### config.mk
export PLATFORM = sky130hd
export DESIGN_NAME = wildcard_byte_signature_scanner_core
export DESIGN_NICKNAME = d
export VERILOG_FILES = /design/src/hw/rtl/wbss_pkg.sv /design/src/hw/rtl/wildcard_byte_signature_scanner_core.sv /design/src/hw/rtl/wbss_cfg.sv
export SDC_FILE = /design/constraint.sdc
export NUM_CORES = 2
export LEC_CHECK = 0
export BUFFER_PORTS_ARGS = -buffer_cell sky130_fd_sc_hd__clkbuf_2
export CAP_MARGIN = 15
export CORE_MARGIN = 5
export CORE_UTILIZATION = 55
export CTS_CLUSTER_SIZE = 16
export DETAILED_ROUTE_END_ITERATION = 10
export MAX_ROUTING_LAYER = met4
export PLACE_DENSITY = 0.83
export SLEW_MARGIN = 30
export SYNTH_ARGS = -nofsm -noshare
export SYNTH_HDL_FRONTEND = slang
export SYNTH_SLANG_ARGS = --single-unit
export TNS_END_PERCENT = 20
### constraint.sdc
create_clock -name clk -period 9.15 [get_ports clk]
set_input_delay 1.83 -clock clk [delete_from_list [all_inputs] [get_ports clk]]
set_output_delay 1.83 -clock clk [all_outputs]
set_load 0.05 [all_outputs]
### src/hw/rtl/wbss_pkg.sv
// Package for the wildcard byte signature scanner: constants, payload and config types.
`timescale 1ns / 1ps

package wbss_pkg;

	localparam int MAX_PATTERN_BYTES = 24;
	localparam int LEN_W             = 5;
	localparam int ADDR_W            = 64;
	localparam int OFFSET_W          = 32;

	typedef enum logic [2:0] {
		REG_PAT_LOW       = 3'd0,
		REG_PAT_MID       = 3'd1,
		REG_PAT_HIGH      = 3'd2,
		REG_WC_MASK       = 3'd3,
		REG_PAT_LEN       = 3'd4,
		REG_REGION_START  = 3'd5,
		REG_RESULT_OFFSET = 3'd6,
		REG_MULTI_MATCH   = 3'd7
	} cfg_reg_t;

	typedef struct packed {
		logic [7:0] data_byte;
		logic       region_last;
	} scan_in_t;

	typedef struct packed {
		logic              found;
		logic [ADDR_W-1:0] match_address;
		logic              scan_done;
	} scan_out_t;

	// Signature aligned to window age: entry a is compared with the byte a places back.
	typedef struct packed {
		logic [MAX_PATTERN_BYTES-1:0][7:0] pat_al;
		logic [MAX_PATTERN_BYTES-1:0]      care_al;
		logic [LEN_W-1:0]                  len_eff;
		logic [ADDR_W-1:0]                 addr_base;
		logic                              multi;
	} scan_cfg_t;

endpackage

### src/hw/rtl/wildcard_byte_signature_scanner_core.sv
// Top level of the wildcard byte signature scanner: input stage, window compare, result register.
`timescale 1ns / 1ps

// Takes one region byte per clock and reports signature matches. A request is
// registered on acceptance in the input stage, compared against the last 24
// bytes under the wildcard mask as it leaves that stage, and any result is then
// registered in the output register; a new byte can be taken every cycle while
// the output is free or being drained, and a stalled output holds the input
// stage. The final byte of a region always yields one result with scan_done set
// and clears the window, byte count and match bookkeeping. Register writes are
// accepted every cycle and apply to bytes accepted from the next cycle on.
module wildcard_byte_signature_scanner_core (
	input  logic                 clk,
	input  logic                 arst_n,
	input  logic                 in_valid,
	output logic                 in_ready,
	input  wbss_pkg::scan_in_t   in_data,
	output logic                 out_valid,
	input  logic                 out_ready,
	output wbss_pkg::scan_out_t  out_data,
	input  logic                 cfg_valid,
	output logic                 cfg_ready,
	input  wbss_pkg::cfg_reg_t   cfg_index,
	input  logic [63:0]          cfg_data
);
	import wbss_pkg::*;

	scan_cfg_t scan_cfg;

	logic     valid_s1;
	scan_in_t item_s1;
	logic     adv;

	logic [MAX_PATTERN_BYTES-1:0][7:0] win_q;
	logic [MAX_PATTERN_BYTES-1:0][7:0] win_new;
	logic [ADDR_W-1:0]                 seen_q;   // bytes seen including the one in stage 1
	logic [ADDR_W-1:0]                 nas_q;
	logic                              taken_q;

	logic                         enough;
	logic [MAX_PATTERN_BYTES-1:0] mism;
	logic                         hit;
	logic [ADDR_W-1:0]            start_idx;
	logic                         report;

	logic      out_valid_q;
	scan_out_t out_data_q;

	wbss_cfg u_cfg (
		.clk       (clk),
		.arst_n    (arst_n),
		.cfg_valid (cfg_valid),
		.cfg_ready (cfg_ready),
		.cfg_index (cfg_index),
		.cfg_data  (cfg_data),
		.scan_cfg  (scan_cfg)
	);

	assign adv      = valid_s1 && (!out_valid_q || out_ready);
	assign in_ready = !valid_s1 || adv;

	always_ff @(posedge clk or negedge arst_n) begin
		if (!arst_n) begin
			valid_s1 <= 1'b0;
		end else if (in_ready) begin
			valid_s1 <= in_valid;
		end
	end

	always_ff @(posedge clk) begin
		if (in_ready && in_valid) begin
			item_s1 <= in_data;
		end
	end

	assign win_new = {win_q[MAX_PATTERN_BYTES-2:0], item_s1.data_byte};

	always_comb begin
		for (int a = 0; a < MAX_PATTERN_BYTES; a++) begin
			mism[a] = scan_cfg.care_al[a] && (win_new[a] != scan_cfg.pat_al[a]);
		end
	end

	assign enough = (|seen_q[ADDR_W-1:LEN_W]) || (seen_q[LEN_W-1:0] >= scan_cfg.len_eff);
	assign hit    = (scan_cfg.len_eff != '0) && enough && !(|mism);
	assign start_idx = seen_q - ADDR_W'(scan_cfg.len_eff);

	always_comb begin
		if (scan_cfg.multi) begin
			report = hit && (start_idx >= nas_q);
		end else begin
			report = hit && !taken_q;
		end
	end

	always_ff @(posedge clk or negedge arst_n) begin
		if (!arst_n) begin
			win_q   <= '0;
			seen_q  <= ADDR_W'(1);
			nas_q   <= '0;
			taken_q <= 1'b0;
		end else if (adv) begin
			if (item_s1.region_last) begin
				win_q   <= '0;
				seen_q  <= ADDR_W'(1);
				nas_q   <= '0;
				taken_q <= 1'b0;
			end else begin
				win_q  <= win_new;
				seen_q <= seen_q + ADDR_W'(1);
				if (report) begin
					// next allowed start is match start plus length, i.e. bytes seen
					if (scan_cfg.multi) begin
						nas_q <= seen_q;
					end else begin
						taken_q <= 1'b1;
					end
				end
			end
		end
	end

	always_ff @(posedge clk or negedge arst_n) begin
		if (!arst_n) begin
			out_valid_q <= 1'b0;
		end else if (adv && (report || item_s1.region_last)) begin
			out_valid_q <= 1'b1;
		end else if (out_ready) begin
			out_valid_q <= 1'b0;
		end
	end

	always_ff @(posedge clk) begin
		if (adv && (report || item_s1.region_last)) begin
			out_data_q.found         <= report;
			out_data_q.match_address <= report ? (scan_cfg.addr_base + seen_q) : '0;
			out_data_q.scan_done     <= item_s1.region_last;
		end
	end

	assign out_valid = out_valid_q;
	assign out_data  = out_data_q;

`ifndef NO_ASSERTIONS
	a_no_found_zero_addr: assert property (@(posedge clk) disable iff (!arst_n)
		out_valid_q && !out_data_q.found |-> out_data_q.match_address == '0)
		else $error("result without match carries an address");

	a_result_has_reason: assert property (@(posedge clk) disable iff (!arst_n)
		out_valid_q |-> out_data_q.found || out_data_q.scan_done)
		else $error("empty result delivered");

	a_region_clears: assert property (@(posedge clk) disable iff (!arst_n)
		adv && item_s1.region_last |=> seen_q == ADDR_W'(1) && nas_q == '0 && !taken_q)
		else $error("scan state not cleared after final byte");

	a_taken_falls_at_end: assert property (@(posedge clk) disable iff (!arst_n)
		$fell(taken_q) |-> $past(adv && item_s1.region_last))
		else $error("single-mode flag cleared mid-region");

	a_accept_loads_stage: assert property (@(posedge clk) disable iff (!arst_n)
		in_valid && in_ready |=> valid_s1)
		else $error("accepted request lost at input stage");
`endif

endmodule

### src/hw/rtl/wbss_cfg.sv
// Configuration registers and the derived, window-aligned signature for the scanner.
`timescale 1ns / 1ps

module wbss_cfg (
	input  logic                   clk,
	input  logic                   arst_n,
	input  logic                   cfg_valid,
	output logic                   cfg_ready,
	input  wbss_pkg::cfg_reg_t     cfg_index,
	input  logic [63:0]            cfg_data,
	output wbss_pkg::scan_cfg_t    scan_cfg
);
	import wbss_pkg::*;

	logic [63:0]                  pat_low_q;
	logic [63:0]                  pat_mid_q;
	logic [63:0]                  pat_high_q;
	logic [MAX_PATTERN_BYTES-1:0] wc_mask_q;
	logic [LEN_W-1:0]             pat_len_q;
	logic [ADDR_W-1:0]            region_start_q;
	logic [OFFSET_W-1:0]          result_offset_q;
	logic                         multi_q;

	logic [MAX_PATTERN_BYTES-1:0][7:0] sig_bytes;
	scan_cfg_t                         derived;
	scan_cfg_t                         derived_q;

	assign cfg_ready = 1'b1;

	always_ff @(posedge clk or negedge arst_n) begin
		if (!arst_n) begin
			pat_low_q       <= '0;
			pat_mid_q       <= '0;
			pat_high_q      <= '0;
			wc_mask_q       <= '0;
			pat_len_q       <= LEN_W'(1);
			region_start_q  <= '0;
			result_offset_q <= '0;
			multi_q         <= 1'b0;
		end else if (cfg_valid && cfg_ready) begin
			case (cfg_index)
				REG_PAT_LOW:       pat_low_q       <= cfg_data;
				REG_PAT_MID:       pat_mid_q       <= cfg_data;
				REG_PAT_HIGH:      pat_high_q      <= cfg_data;
				REG_WC_MASK:       wc_mask_q       <= cfg_data[MAX_PATTERN_BYTES-1:0];
				REG_PAT_LEN:       pat_len_q       <= cfg_data[LEN_W-1:0];
				REG_REGION_START:  region_start_q  <= cfg_data;
				REG_RESULT_OFFSET: result_offset_q <= cfg_data[OFFSET_W-1:0];
				REG_MULTI_MATCH:   multi_q         <= cfg_data[0];
				default:           ;
			endcase
		end
	end

	assign sig_bytes = {pat_high_q, pat_mid_q, pat_low_q};

	always_comb begin
		logic [LEN_W-1:0] idx;
		derived         = '0;
		derived.len_eff = (pat_len_q > LEN_W'(MAX_PATTERN_BYTES)) ?
			LEN_W'(MAX_PATTERN_BYTES) : pat_len_q;
		for (int a = 0; a < MAX_PATTERN_BYTES; a++) begin
			idx = derived.len_eff - LEN_W'(a) - LEN_W'(1);
			if (LEN_W'(a) < derived.len_eff) begin
				derived.pat_al[a]  = sig_bytes[idx];
				derived.care_al[a] = !wc_mask_q[idx];
			end
		end
		// match start index is bytes seen minus length, so fold the length in here
		derived.addr_base = region_start_q
			+ {{(ADDR_W-OFFSET_W){result_offset_q[OFFSET_W-1]}}, result_offset_q}
			- ADDR_W'(derived.len_eff);
		derived.multi = multi_q;
	end

	// Derived copy is registered from the registers in the next cycle; no request can use it sooner.
	always_ff @(posedge clk) begin
		derived_q <= derived;
	end

	assign scan_cfg = derived_q;

endmodule
# After elaboration in Yosys (flattened, before gate mapping)
# Cells that the tools add are included.
op_classes:
  add_sub_neg: 51
  n_mux: 108
  order_cmp: 51
  reduce_logical: 80
  eq_ne: 32
op_table:
  columns: ["cell", "n"]
  rows:
  - ["$bmux W8 S5", 24]
  - ["$mux W64", 4]
  - ["$mux W8", 24]
  - ["$ne A8 B8 Y1", 24]
  - ["$mux W184", 1]
  - ["$lt A5 B6 Y1 const B", 24]
  - ["$add A64 B64 Y64", 2]
  - ["$sub A64 B5 Y64", 2]
  - ["$bmux W1 S5", 24]
  - ["$sub A5 B1 Y5 const B", 24]
  - ["$add A64 B1 Y64 const B", 1]
  - ["$ge A64 B64 Y1", 1]
  - ["$reduce_or A59 Y1", 1]
  - ["$lt A4 B5 Y1 const A", 8]
  - ["$lt A5 B5 Y1 const A", 8]
  - ["$sub A5 B4 Y5 const B", 8]
  - ["$sub A5 B5 Y5 const B", 8]
  - ["$logic_and A1 B1 Y1", 31]
  - ["$mux W1", 30]
  - ["$logic_not A1 Y1", 28]
  - ["$reduce_or A24 Y1", 1]
  - ["$lt A3 B5 Y1 const A", 4]
  - ["$sub A5 B3 Y5 const B", 4]
  - ["$reduce_and A2 Y1", 8]
  - ["other kinds (15)", 28]
totals:
  wordCells: 414
  in_bits: 81
  out_inout_bits: 69
  regBits: 994

# Longest topological paths before layout
depth:
  ltp_word: 10
  ltp_mapped: 28
  depth_no_buf: 25

# By module
# A second synthesis with hierarchy kept.
hier_totals:
  cells_unflattened: 6342
  hier_area_um2: 60319.1
modules_own_cells:
  columns: ["mod", "area_per_inst_um2", "n_inst", "cells_each"]
  rows:
  - ["wbss_cfg", 35031.1, 1, 3508]
  - ["wildcard_byte_signature_scanner_core", 25288.0, 1, 2834]

# Worst setup path before layout
# Ideal clock, no wire load.
synth_path:
  path_type: "register -> register"
  start: "reg seen_q[12]"
  end: "reg out_data_q, in the netlist out_data[0] (enable)"
  stages_incl_launch_ff: 26
  setup_slack_ps: 251
  path_buffers: 4
  period_less_slack_ps: 8899
  t_arrival_ps: 8409
  t_required_ps: 8660
  setup_ps: 490
  path_cell_list: "dfrtp_1 > clkbuf_1 > or3_1 > or3_1 > or4_1 > or4_1 > clkbuf_1 > nand2b_1 > nor4_2 > nand3_1 > nor4_1 > nand2_1 > xnor2_1 > ha_1 > nand2_1 > nor2_1 > nand3_1 > nor3_1 > o2111ai_1 > nand2_1 > a31oi_1 > a31oi_1 > clkbuf_1 > clkbuf_1 > nor2_1 > nor2_1"
synth_via:
  elab_chain_cells: 8
  word_cells_on_any_way: 11
  cone_classes: "add/sub: 1; order compare: 1; mux: 1; reduce/logical: 8"
synth_lines:
  columns: ["element", "line_no", "rtl"]
  rows:
  - ["from (decl)", "wildcard_byte_signature_scanner_core.sv:36", "logic [ADDR_W-1:0] seen_q;"]
  - ["from (signal assigned)", "wildcard_byte_signature_scanner_core.sv:110", "seen_q <= seen_q + ADDR_W'(1);"]
  - ["branches (longest 5 deep; another with $sub A64 B5 Y64)", null, null]
  - ["$mux W1 *", "wildcard_byte_signature_scanner_core.sv:89", "if (scan_cfg.multi) begin"]
  - ["named net report", "wildcard_byte_signature_scanner_core.sv:44", "logic report;"]
  - ["$logic_or A1 B1 Y1 *", "wildcard_byte_signature_scanner_core.sv:134", "if (adv && (report || item_s1.region_last)) begin"]
  - ["$logic_and A1 B1 Y1 *", "wildcard_byte_signature_scanner_core.sv:134", null]
  - ["to (decl)", "wildcard_byte_signature_scanner_core.sv:47", "scan_out_t out_data_q;"]
# Mark *: on every way through the listed nets, which the timed path passes.
# A chain may end at the register's enable or synchronous reset.

# Worst setup path after layout
layout_path:
  start: "reg seen_q[12]"
  end: "reg out_data_q, in the netlist out_data[8] (enable)"
layout_via:
  elab_chain_cells: 8
  word_cells_on_any_way: 11
  cone_classes: "add/sub: 1; order compare: 1; mux: 1; reduce/logical: 8"
layout_lines:
  columns: ["element", "line_no"]
  rows:
  - ["branches (longest 5 deep; another with $sub A64 B5 Y64)", null]
  - ["$mux W1 *", "wildcard_byte_signature_scanner_core.sv:89"]
  - ["$logic_or A1 B1 Y1 *", "wildcard_byte_signature_scanner_core.sv:134"]
  - ["$logic_and A1 B1 Y1 *", "wildcard_byte_signature_scanner_core.sv:134"]
# Mark *: on every way between the ends.

==> results.md <==
- DRC violation total after the first TritonRoute iteration: ~6.7k
- Placement Setup Slack: 1660 ps
- Initial Util: 0.555
- TNS Setup: 0 ps
- Number of nets still failing antenna checks after routing: 0
- Top library cells by usage in the layout, fill and taps aside: sky130_fd_sc_hd__mux2i_1, sky130_fd_sc_hd__nand2_1, sky130_fd_sc_hd__dfrtp_1, sky130_fd_sc_hd__nor2_1, sky130_fd_sc_hd__inv_1
- Buffering stage count on the worst path with inverters included: 1
- Maximum VDD drop: 238 µV
- Area taken by multi-input logic gates: around 0.033 mm²
- Routed len/inst: 27.2 µm
- Post-Synthesis Net Count: 6579
- Post-synthesis to final-layout area growth: 9.62%
- Input/output buffers: 148
- Share of flip-flops with an asynchronous set or reset after synthesis: 0.637
- Final setup viols: 0
- Layout fillers: 8844
- Worst-path cell with the longest stage delay: sky130_fd_sc_hd__or4_1
- Max cap viols: 0
- Initial antenna violation count: 18
- Number of global-route vias before repair: 46.0k
- Crit-path max cell delay: a little under 700 ps
- NumNets Final: 6536
- Average vias per placed instance: about 6.2
- Clock network latency to the later pin of the worst-skew pair: 720 ps
- Die outline width: between 300 and 400 µm
- Share of Yosys cell area claimed by the top area cell type: 0.265
- Number of sinks driven by the clock tree: 994
- Maximum clock skew at final layout: 32.6 ps
- Unique cell type count in the Yosys netlist: just under 80
- Element type at the critical path start: flop
- Worst hold slack: 367 ps
- Leading cell type in the layout, fill and taps excluded: sky130_fd_sc_hd__mux2i_1
- Residual DRC: 0
- Number of placed cells counting well taps: 7469
- GR Overflow Total: 0
- Deepest clock path buffer count: 3
- Status: finished, final reports clean
- Last weighted congestion value of the routability-driven placer: ~1.1
- Leading area contributor after synthesis: sky130_fd_sc_hd__dfrtp_1
- Final worst path period need: around 7500 ps
- Total detailed-routing wirelength: 209000 µm
- Number of cell instances on the worst register-to-register path: 22
- Data arrival at the endpoint of the critical path: 7860 ps
- Cell depth of the worst setup path: 22
- Master cell of the clock root buffer: sky130_fd_sc_hd__clkbuf_16
- Worst setup path class: reg2reg
- Die H: about 340 µm
- Least-Margin Pin Slew: 1250 ps
- Capturing element type of the critical path: flop
- Cells along the critical path: or3_1 > or3_1 > or4_1 > or4_1 > nand2b_1 > nor4_2 > nand3_1 > nor4_1 > nand2_1 > xnor2_1 > ha_1 > nand2_1 > nor2_1 > nand3_1 > nor3_1 > o2111ai_1 > nand2_1 > a31oi_1 > a31oi_4 > nor2_1 > nor2_4 > buf_4
- Final number of hold-violating endpoints: 0
- H-Tree Depth: 3
- Ports: 150
- # hold bufs at CTS: 0
- Synth Warn #: 0
- Count of buffers added by post-CTS timing repair for setup: 0
- Die ar.: 0.115 mm²
- Global router's overall resource usage: 0.363
- Largest fanout on the critical path: 33
- Count of flip-flops with a built-in enable after synthesis: 75
- Area contributors post-synth: sky130_fd_sc_hd__dfrtp_1, sky130_fd_sc_hd__mux2i_1, sky130_fd_sc_hd__dfxtp_1
- Cell count after synthesis: 6219
- Seq. cell area: 0.0238 mm²
- Hold Crit Depth: 0
- Power density of the placed cells: between 300 and 400 mW/mm²
- Final HPWL from detailed placement: about 160000 µm
- Final number of max-transition violations: 0
- Avg Cell Area, Syn: 9.58 µm²
- Standard-cell rows: 120
- Sequential element share of the synthesized area: 0.400
- Share of layout cells above drive strength 1: 0.128
- Most repeated library cell on the critical path: sky130_fd_sc_hd__nand2_1
- FF+latch count, synth: 994
- Final core area utilization: 0.609
- TritonCTS Buffers: 105
- Count of vias placed by the detailed router: 48.0k
- Total leakage power: 0.0308 µW
- Global-route wire length before repair: 306000 µm
- Clock-pin slew on the worst setup and hold paths: 60 ps
- Maximum number of pins on one net before global-route repair: 159
- Crit path max-delay family: simple AND/OR/NAND/NOR gates
- Area of the mapped netlist: slightly below 0.06 mm²
- Post-route non-filler standard cell count: 7686
- Fin crit share: 0.819
- Worst-case setup margin in the final layout: 1650 ps
- Setup repair after global routing missed its margin: false
- Maximum frequency from static timing analysis: 0.133 GHz
- Headroom to the max-slew limit: 0.144
- Primary FF master, synth: sky130_fd_sc_hd__dfrtp_1
- Required time at the worst-slack endpoint: 9510 ps
- Number of cells upsized or downsized after cts: 0
- DRT Pass-1 Iters: 7
- Area of the placeable core: 0.107 mm²
- Path class of the lowest-slack min-delay path: reg2reg
- Clock tree from TritonCTS: yes
[routing by layer]
layer	vias up	global-route usage	share of wire
met5	-	-	0
met4	0	0.133	0.042
met3	384	0.0869	0.11
met2	2365	0.511	0.42
met1	23800	0.511	0.43
li1	21400	-	-
[path summary, 6_finish.rpt]
path                               start  slack, ps                 endpoint
setup reg to reg              seen_q[12]       1650              out_data[8]
max in group asynchronous         arst_n       5970  u_cfg.region_start_q[6]
min in group asynchronous         arst_n       1140                nas_q[52]
setup / recovery              seen_q[12]       1650              out_data[8]
hold reg to reg            u_cfg.multi_q        370        u_cfg.scan_cfg[0]
hold / removal             u_cfg.multi_q        370        u_cfg.scan_cfg[0]
[cell families after synthesis]
logic type                 share of synthesized area
and+or+nand+nor                                0.149
muxes                                          0.193
DFF                                            0.400
AOI/OAI and AO/OA                             0.0872
buffers and inverters                         0.0462
xor gates and xnor gates                      0.0658
adders and majority gates                     0.0594
other                                      0.0000629
[cells in the mapped netlist (all sizes together) (5+ instances only)]
master / n
fa: 7
nand3b: 187
and3: 40
nor4: 16
clkbuf: 278
xnor2: 338
nand2b: 27
nor3: 83
nor2b: 22
edfxtp: 75
inv: 335
a22o: 64
buf: 94
a2111oi: 7
o21ai: 141
a21boi: 8
xor2: 110
or3: 31
dfxtp: 286
or4: 14
mux2: 325
and2: 84
mux2i: 784
ha: 272
o21a: 29
nand4: 109
a21oi: 299
or2: 13
nor2: 442
and4: 9
a211o: 5
o31ai: 9
nand2: 718
a31o: 6
o21bai: 28
a31oi: 54
nand3: 48
dfrtp: 631
a211oi: 35
a21o: 92
a41oi: 6
o211ai: 14
[flip-flops by register name, summed over array words and instances, names as in the netlist]
signal / count
u_cfg.region_start_q: 64
u_cfg.multi_q: 1
out_valid: 1
seen_q: 64
u_cfg.pat_high_q: 64
nas_q: 64
win_new: 184
u_cfg.pat_len_q: 5
taken_q: 1
item_s1: 9
valid_s1: 1
u_cfg.pat_low_q: 64
u_cfg.result_offset_q: 32
out_data: 66
u_cfg.pat_mid_q: 64
u_cfg.scan_cfg: 286
u_cfg.wc_mask_q: 24
[worst register-to-register path: cells and delay by family (launching register included)]
| kind | cells | cell delay (ps) |
|---|---|---|
| compound gates | 3 | 510 |
| simple gates | 16 | 5170 |
| flops | 1 | 470 |
| buf+inv | 1 | 500 |
| fa+ha+maj | 1 | 310 |
| xor+xnor | 1 | 160 |
[through the flow]
| stage | cell area [µm²] | total power (µW) |
|---|---|---|
| 3_3_place_gp | 61400 | 17800 |
| 2_1_floorplan | 59600 | 13600 |
| 4_1_cts | 65200 | 22600 |
| 3_5_place_dp | 61400 | 18000 |
| 5_1_grt | 65300 | 24000 |
| 6_report | 65300 | 23100 |
[report_power, final]
part | internal [µW] | switching, µW | total (µW)
clock network | 2710 | 1920 | 4630
logic | 4260 | 8200 | 12500
registers | 5360 | 624 | 5980
total | 12300 | 10700 | 23100
[layout make-up]
class	count	area share
Timing Repair Buffer	222	0.0213
Sequential cell	994	0.365
Clock buffer	137	0.0450
Antenna cell	14	0.000536
Multi-Input combinational cell	4515	0.509
Clock inverter	63	0.0128
Inverter	338	0.0195
Tap cell	1403	0.0269
Power figures use the tool's default switching activity.
